===== config.mk =====
export PLATFORM = sky130hd
export DESIGN_NAME = scope_sample_frame_builder_top
export DESIGN_NICKNAME = d
export VERILOG_FILES = /design/src/hdl/sfb_pkg.sv /design/src/hdl/sfb_in_reg.sv /design/src/hdl/sfb_serializer.sv /design/src/hdl/scope_sample_frame_builder_top.sv
export VERILOG_INCLUDE_DIRS = /design/src /design/src/hdl
export SDC_FILE = /design/constraint.sdc
export NUM_CORES = 1
export LEC_CHECK = 0
export BUFFER_PORTS_ARGS = -buffer_cell sky130_fd_sc_hd__buf_2
export CAP_MARGIN = 20
export CORE_MARGIN = 4
export CORE_UTILIZATION = 61
export DETAILED_ROUTE_END_ITERATION = 12
export HOLD_SLACK_MARGIN = 0.15
export PLACE_DENSITY = 0.85
export SETUP_SLACK_MARGIN = 0.5
export SYNTH_ARGS = -nofsm -noshare
export SYNTH_HDL_FRONTEND = slang
export SYNTH_SLANG_ARGS = --single-unit
export TNS_END_PERCENT = 1

===== constraint.sdc =====
create_clock -name clk -period 12.4 [get_ports clk]
set_clock_uncertainty 0.15 [all_clocks]
set_input_delay 3.1 -clock clk [delete_from_list [all_inputs] [get_ports clk]]
set_output_delay 3.1 -clock clk [all_outputs]
set_load 0.05 [all_outputs]

===== src/hdl/assert_macros.svh =====
// Assertion helpers, all checks sampled on clk and held off during rst.
`ifndef ASSERT_MACROS_SVH
`define ASSERT_MACROS_SVH

// Check that holds at every edge outside reset.
`define SFB_ASSERT(label, prop, msg) \
  label: assert property (@(posedge clk) disable iff (rst) (prop)) else $error(msg);

// Implication checked on the next edge.
`define SFB_ASSERT_NEXT(label, cond, prop, msg) \
  label: assert property (@(posedge clk) disable iff (rst) (cond) |=> (prop)) else $error(msg);

`endif


===== src/hdl/sfb_pkg.sv =====
`default_nettype none
package sfb_pkg;

  localparam int BYTE_BITS   = 8;
  localparam int NUM_CHAN    = 4;
  localparam int SAMPLE_BITS = 16;
  localparam int DATA_BYTES  = NUM_CHAN * SAMPLE_BITS / BYTE_BITS;
  localparam int FRAME_BYTES = DATA_BYTES + 2;
  localparam int IDX_BITS    = $clog2(FRAME_BYTES);

  localparam logic [15:0] CRC_INIT = 16'hFFFF;
  localparam logic [15:0] CRC_POLY = 16'hA001;

  // Byte positions in the frame
  localparam logic [IDX_BITS-1:0] IDX_FIRST  = IDX_BITS'(0);
  localparam logic [IDX_BITS-1:0] IDX_CRC_LO = IDX_BITS'(DATA_BYTES);
  localparam logic [IDX_BITS-1:0] IDX_CRC_HI = IDX_BITS'(DATA_BYTES + 1);

  typedef logic [DATA_BYTES-1:0][BYTE_BITS-1:0] sample_bytes_t;

  // Held input word, handed to the serializer
  typedef struct packed {
    logic          valid;
    sample_bytes_t bytes;
  } held_word_t;

  // CRC-16/MODBUS update over one byte, LSB first
  function automatic logic [15:0] crc_byte(input logic [15:0] crc_in,
                                           input logic [BYTE_BITS-1:0] data);
    logic [15:0] c;
    c = crc_in ^ {8'h00, data};
    for (int b = 0; b < BYTE_BITS; b++) begin
      if (c[0]) begin
        c = (c >> 1) ^ CRC_POLY;
      end else begin
        c = c >> 1;
      end
    end
    return c;
  endfunction

endpackage
`default_nettype wire


===== src/hdl/sfb_in_reg.sv =====
`default_nettype none
module sfb_in_reg
  import sfb_pkg::*;
(
  input  wire logic          clk,
  input  wire logic          rst,
  input  wire logic          s_tvalid,
  output      logic          s_tready,
  input  wire sample_bytes_t s_tdata,
  input  wire logic          load,
  output      held_word_t    held
);

  logic          full;
  sample_bytes_t bytes;

  assign s_tready   = !full || load;
  assign held.valid = full;
  assign held.bytes = bytes;

  always_ff @(posedge clk) begin
    if (rst) begin
      full <= 1'b0;
    end else if (s_tvalid && s_tready) begin
      full <= 1'b1;
    end else if (load) begin
      full <= 1'b0;
    end
  end

  always_ff @(posedge clk) begin
    if (s_tvalid && s_tready) begin
      bytes <= s_tdata;
    end
  end

endmodule
`default_nettype wire


===== src/hdl/sfb_serializer.sv =====
`default_nettype none
module sfb_serializer
  import sfb_pkg::*;
(
  input  wire logic                 clk,
  input  wire logic                 rst,
  input  wire held_word_t           held,
  output      logic                 load,
  output      logic                 m_tvalid,
  input  wire logic                 m_tready,
  output      logic [BYTE_BITS-1:0] m_tdata,
  output      logic                 m_tlast
);

  logic                 busy;
  logic [IDX_BITS-1:0]  idx;
  sample_bytes_t        bytes;
  logic [15:0]          crc;
  logic                 out_valid;
  logic [BYTE_BITS-1:0] out_byte;
  logic                 out_last;

  logic                 out_free;
  logic                 step;
  logic                 finish;
  logic                 in_data;
  logic [BYTE_BITS-1:0] cur_byte;

  assign out_free = !out_valid || m_tready;
  assign step     = busy && out_free;
  assign finish   = step && (idx == IDX_CRC_HI);
  assign load     = held.valid && (!busy || finish);
  assign in_data  = idx < IDX_CRC_LO;

  always_comb begin
    if (in_data) begin
      cur_byte = bytes[idx[$clog2(DATA_BYTES)-1:0]];
    end else if (idx == IDX_CRC_LO) begin
      cur_byte = crc[7:0];
    end else begin
      cur_byte = crc[15:8];
    end
  end

  always_ff @(posedge clk) begin
    if (rst) begin
      busy <= 1'b0;
      idx  <= IDX_FIRST;
    end else if (load) begin
      busy <= 1'b1;
      idx  <= IDX_FIRST;
    end else if (finish) begin
      busy <= 1'b0;
    end else if (step) begin
      idx <= idx + IDX_BITS'(1);
    end
  end

  always_ff @(posedge clk) begin
    if (load) begin
      bytes <= held.bytes;
      crc   <= CRC_INIT;
    end else if (step && in_data) begin
      crc <= crc_byte(crc, cur_byte);
    end
  end

  always_ff @(posedge clk) begin
    if (rst) begin
      out_valid <= 1'b0;
    end else if (step) begin
      out_valid <= 1'b1;
    end else if (m_tready) begin
      out_valid <= 1'b0;
    end
  end

  always_ff @(posedge clk) begin
    if (step) begin
      out_byte <= cur_byte;
      out_last <= finish;
    end
  end

  assign m_tvalid = out_valid;
  assign m_tdata  = out_byte;
  assign m_tlast  = out_last;

endmodule
`default_nettype wire


===== src/hdl/scope_sample_frame_builder_top.sv =====
// Channel | Dir | Width | Contents
// s_axis  | in  | 64    | tdata: chan_a[15:0], chan_b[31:16], chan_c[47:32], chan_d[63:48]
// m_axis  | out | 8     | tdata: frame_byte; tlast: last_byte (CRC high byte)
//
// Each input word becomes a 10-byte frame: samples low byte first, then CRC-16/MODBUS.
// One output word per cycle while m_tready stays high; the output port sets the rate.
// A held input register takes the next word while the current frame is still going out.
// Frames leave back to back when m_tready stays high and the next word is already held.
// rst is synchronous, active high; it empties both the input and output registers.
// Stalls on m_tready freeze the frame position; s_tready is low while the held word waits.
`default_nettype none
`include "assert_macros.svh"
module scope_sample_frame_builder_top
  import sfb_pkg::*;
(
  input  wire logic                 clk,
  input  wire logic                 rst,
  input  wire logic                 s_tvalid,
  output      logic                 s_tready,
  // chan_a [15:0], chan_b [31:16], chan_c [47:32], chan_d [63:48]
  input  wire logic [63:0]          s_tdata,
  output      logic                 m_tvalid,
  input  wire logic                 m_tready,
  // frame_byte [7:0]
  output      logic [BYTE_BITS-1:0] m_tdata,
  // last_byte
  output      logic                 m_tlast
);

  held_word_t held;
  logic       load;

  // Input side: one-deep holding register.
  sfb_in_reg u_in_reg (
    .clk      (clk),
    .rst      (rst),
    .s_tvalid (s_tvalid),
    .s_tready (s_tready),
    .s_tdata  (sample_bytes_t'(s_tdata)),
    .load     (load),
    .held     (held)
  );

  // Byte sequencer with running CRC and output register.
  sfb_serializer u_serializer (
    .clk      (clk),
    .rst      (rst),
    .held     (held),
    .load     (load),
    .m_tvalid (m_tvalid),
    .m_tready (m_tready),
    .m_tdata  (m_tdata),
    .m_tlast  (m_tlast)
  );

  // Count of output words within the current frame, for checking only.
  logic [IDX_BITS-1:0] out_cnt;

  always_ff @(posedge clk) begin
    if (rst) begin
      out_cnt <= IDX_FIRST;
    end else if (m_tvalid && m_tready) begin
      out_cnt <= m_tlast ? IDX_FIRST : out_cnt + IDX_BITS'(1);
    end
  end

  `SFB_ASSERT(a_last_on_tenth, !m_tvalid || (m_tlast == (out_cnt == IDX_CRC_HI)), "tlast out of place")
  `SFB_ASSERT_NEXT(a_accept_fills, s_tvalid && s_tready, held.valid, "accepted word not held")
  `SFB_ASSERT_NEXT(a_hold_keeps, held.valid && !load, held.valid && $stable(held.bytes), "held word lost")

endmodule
`default_nettype wire

* Word level (Yosys, flattened, before mapping) *
Cells that the tools add are included.
Widths: inputs -> output; s select.

word-level totals
  register bits after elaboration = 160
  bits in latches = 0
  bits in writable memories = 0
  memory bits (read-only) = 0
  input port bits = 68
  output and inout port bits = 11
  logic and storage cells = 86
  memories = 0

cells by class
  $add $sub $neg = 1
  $mul = 0
  divide/modulo/power cells = 0
  order comparisons = 2
  eq/ne operators = 2
  shift operators = 0
  muxes and demuxes = 32
  bitwise operators = 10
  reduce and logical (&&, ||, !) cells = 16

operators by type and width
  kind                 count
  $mux 16              22
  $bmux 8 s3           1
  $mux 8               3
  $not 2->3            8
  $xor 16x8->16        1
  $eq 4x4->1 const B   2
  $mux 1               6
  $reduce_bool 2->1    3
  $logic_and 1x1->1    5
  $add 4x1->4 const B  1
  $lt 3x4->1 const B   1
  $lt 4x4->1 const B   1
  $logic_not 1->1      3
  $logic_or 1x1->1     3
  $reduce_and 2->1     1
  $reduce_or 2->1      1
  $not 1->1            1

* Depth between registers and ports, before layout *
  depth after elaboration = 34
  depth in mapped cells = 12
  mapped depth without buffers = 9

* Cells and area by module *
A second synthesis with hierarchy kept.

second synthesis, totals
  cells, all modules = 365
  area total of the unflattened synthesis = 6099.6 um^2

modules (own cells, without submodules)
  module          instances  cells each  area an instance (um^2)  seq. area each (um^2)
  sfb_serializer  1          295         4115.2                   2632.5
  sfb_in_reg      1          70          1984.4                   1941.9

* Least setup slack after synthesis *
OpenSTA, ideal clock, no wires.

  path kind = input port to flip-flop
  start point = input port m_tready
  end point = register u_in_reg.bytes, in the netlist u_in_reg.held[0], enable pin
  library setup time = 0.507 ns
  data arrival time = 6.785 ns
  required time = 11.743 ns
  path slack = 4.959 ns
  cell stages on the path = 5
  buffers on the path = 0
  cells stage by stage = nand2b_1 nand2_1 o21ai_0 inv_1 a21oi_1

between the ends
  longest elaborated chain between the ends = 7

ends and longest elaborated chain
  element                 line                                  text
  start: declaration      scope_sample_frame_builder_top.sv:23  input wire logic m_tready,
  $logic_or 1x1->1        sfb_serializer.sv:29                  assign out_free = !out_valid || m_tready;
  $logic_and 1x1->1       sfb_serializer.sv:30                  assign step = busy && out_free;
  $logic_and 1x1->1       sfb_serializer.sv:31                  assign finish = step && (idx == IDX_CRC_HI);
  $logic_or 1x1->1        sfb_serializer.sv:32                  assign load = held.valid && (!busy || finish);
  $logic_and 1x1->1       sfb_serializer.sv:32
  $logic_or 1x1->1        sfb_in_reg.sv:17                      assign s_tready = !full || load;
  $logic_and 1x1->1       sfb_in_reg.sv:32                      if (s_tvalid && s_tready) begin
  end signal: assignment  sfb_in_reg.sv:33                      bytes <= s_tdata;
  end: declaration        sfb_in_reg.sv:15                      sample_bytes_t bytes;

No other way between the ends.
A chain may end at the register's enable or synchronous reset.

* Worst setup path in the final report *
  start point = input port m_tready
  end point = output port s_tready

between the ends
  longest elaborated chain between the ends = 6

ends and longest elaborated chain
  element            line                                  text
  $logic_or 1x1->1   sfb_serializer.sv:29
  $logic_and 1x1->1  sfb_serializer.sv:30
  $logic_and 1x1->1  sfb_serializer.sv:31
  $logic_or 1x1->1   sfb_serializer.sv:32
  $logic_and 1x1->1  sfb_serializer.sv:32
  $logic_or 1x1->1   sfb_in_reg.sv:17
  end: declaration   scope_sample_frame_builder_top.sv:19  output logic s_tready,

No other way between the ends.

==> results.yml <==
sta:
  fin_crit_sh_pct: 60.0
  slew_headroom_pct: 26.1
  final_hold_viol_count: 0
  finalSetupViolCount: 0
  finalMaxSlewViolations: 0
  fin_tns_setup_ps: 0
  fmax_mhz: 135
  holdWs_ps: 269
  timing.final.ws_setup_ps: 4970
  fin_crit_ps: 7430
  max_slew.worst_pin.slew_ps: 1110
  rsz0062_at_grt: "no"
synth:
  synth_xor_area_share_pct: 5.51
  synth_area_um2: 6020
  yosysSeqAreaShare_pct: 76.0
  synth_top_cells_by_area: "edfxtp_1 (68%), dfxtp_1 (7.6%), mux4_2 (6.0%)"
  synth_compound_area_share_pct: 3.28
  synth_ff_type: "edfxtp_1"
  ys_ff_latch: 160
  synth-async-reset-ratio_pct: 0
  netlist_instances: 349
  yosys_warnings: 0
  synth_top_family_by_area: "multiplexers"
  synthSimpleGateAreaFrac_pct: 5.59
  avgSynthCellArea_um2: 17.3
  synthTopCellsByCount: "edfxtp_1 (137), nand2_1 (43), xnor2_1 (28)"
  synth_top_area_share_pct: 68.3
  synthAdderAreaFrac_pct: 0.416
  yosysTopAreaCell: "edfxtp_1"
  synth.distinct_cells: 35
  synth_enable_flop_cells: 137
  post-synth-top-count-cell: "edfxtp_1"
  synth.net_count: 419
  synth.area.mux_share_pct: 7.79
grt:
  grt_usage_pct: 19.4
  grt_max_degree: 65
  grt_pass1_wl_mm: 16.5
  grt_antenna_before_repair: 0
  grt_pass1_vias: 3249
  grt-ovfl-total: 0
clock_tree:
  clk_pin_slew_worst_paths_ps: 70
  postCtsSetupRepairBufs: 0
  cts_tree: "done"
  cts_sinks: 160
  hold_buffers: 0
  numCtsBuffers: 17
  cts-root-buf: "clkbuf_8"
  ctsHtreeMaxLevel: 4
  ctsResizeCount: 0
  clockBufferDepth: 2
  clkLatencyLatePin_ps: 530
drt:
  remaining_drc_errors: 0
  num_vias: 3225
  drtIter0Drc: 249
  drt-total-wl_mm: 10.3
  post_drt_wl_per_cell_um: 17.8
  drtAntennaViolNets: 0
  vias_per_cell: 5.56
  drt_pre_antenna_iters: 5
critical_path:
  r2r-end: "u_serializer.crc[0]$_SDFFE_PP1P_"
  cp.arrival_ps: 4180
  max_stage_delay_ps: 290
  slowest_stage: "o21ai_0"
  end_kind: "output pin"
  cp-start-kind: "primary input"
  required_ps: 9150
  rrSetupSlack_ps: 8900
  cp_cell_sequence: "buf_2 > nand2b_1 > nand2_1 > o21ai_0 > inv_1 > nand2_1 > buf_2"
  critPathKind: "in2out"
  worst-path-max-fanout: 4
  reg2reg_from: "u_serializer.idx[2]$_SDFFE_PP0P_"
  reg2reg_depth: 9
placement:
  pre_cts_slack_ps: 4980
  gp_congestion: 0.830
  hpwl_mm: 6.22
  place_inst: 548
  io_buffers: 78
worst_hold_path:
  hold_depth: 0
  holdCritPathClass: "reg2reg"
  min-delay-start: "u_in_reg.held[48]$_DFFE_PP_"
  whs_endpoint: "u_serializer.bytes[48]$_DFFE_PP_"
die:
  start_util_pct: 63.9
  core_area_um2: 9420
  die_w_um: 107
  io_pins: 79
  die_h_um: 107
  die-area_um2: 11500
  row_count: 35
final_layout:
  syn2layout_area_growth_pct: 19.0
  fin_cells: 580
  nets: 508
  drive_gt1_share_pct: 30.4
  diodes: 0
  final.fill_count: 518
power:
  p_leak_uw: 0.00265
  power_density_nw_per_um2: 196
  ir_worst_vdd_uv: 163
outcome:
  status: "completed"
job:
  maxCapViolations: 0
[stage by stage]
stage / util (%) / power [uW] / cell area, um^2
5_1_grt: 76.1 / 1460 / 7160
4_1_cts: 76.1 / 1410 / 7160
2_1_floorplan: - / 839 / 6020
3_5_place_dp: 69.6 / 884 / 6550
3_3_place_gp: 69.6 / 874 / 6550
6_report: 76.1 / 1400 / 7160
[critical path, delay by kind of cell]
family | cells | cell delay, ps
AOI/OAI and AO/OA | 1 | 290
and+or+nand+nor | 3 | 320
buffers and inverters | 3 | 470
[per-layer routing]
metal	wire length, um	part of all wire, %	vias to the layer above	GRT usage [%]
li1	-	-	1497	-
met1	4170	40	1552	25.3
met2	5200	50	147	31.1
met3	733	7.1	29	5.88
met4	225	2.2	0	7.39
met5	0	0	-	0
[how the worst max path moves through the flow]
stage | startpoint | to | depth (start not counted) | slack [ps]
final | m_tready | s_tready | 7 | 4970
after global routing | m_tready | s_tready | 7 | 4820
after CTS | m_tready | s_tready | 7 | 4970
after detailed placement | m_tready | s_tready | 7 | 4980
after global placement | m_tready | s_tready | 7 | 5010
after floorplan | m_tready | u_in_reg.held[0]$_DFFE_PP_ | 5 | 4960
[registers in the layout (all words and copies together), names as in the netlist]
signal / count
u_in_reg.held: 64
u_serializer.bytes: 64
u_serializer.crc: 16
u_serializer.m_tdata: 8
u_serializer.idx: 4
u_in_reg.full: 1
u_serializer.busy: 1
u_serializer.m_tlast: 1
u_serializer.m_tvalid: 1
[area by class of cell]
type,instances,area [um^2],share of cell area [%]
Sequential cell,160,4570,63.9
Tap cell,129,161,2.25
Multi-Input combinational cell,170,1370,19.1
Timing Repair Buffer,81,413,5.76
Inverter,8,30.0,0.419
Clock inverter,15,199,2.78
Clock buffer,17,414,5.78
[placed cells by master (no fill, tap or decap), drive strengths merged, types with 2 or more instances in the layout]
cell and instances:
xor2 9, ha 2, o211ai 7, clkbuf 17
a21oi 16, edfxtp 137, o22ai 2, bufinv 2
nor2 3, nand2 43, nand3 10, dfxtp 23
or3 2, mux2i 8, clkinvlp 2, inv 14
buf 81, xnor2 28, o21ai 5, mux4 16
and3 7, clkinv 5, nor3 5
[power by group]
part / switching (uW) / leakage, uW / internal (uW)
registers: 31.0 / 0.00149 / 634
logic: 117 / 0.000862 / 99.6
clock network: 225 / 0.000293 / 298
total: 373 / 0.00265 / 1030
[cells by family (layout without fill, tap and decap cells)]
kind of cell | Yosys count | count (layout)
AO/OA/AOI/OAI | 32 | 32
XOR/XNOR | 37 | 37
flip-flops | 160 | 160
AND/OR/NAND/NOR | 75 | 75
multiplexers | 24 | 24
buffers and inverters | 19 | 121
adder cells (fa/ha/maj) | 2 | 2
Power figures use the tool's default switching activity.
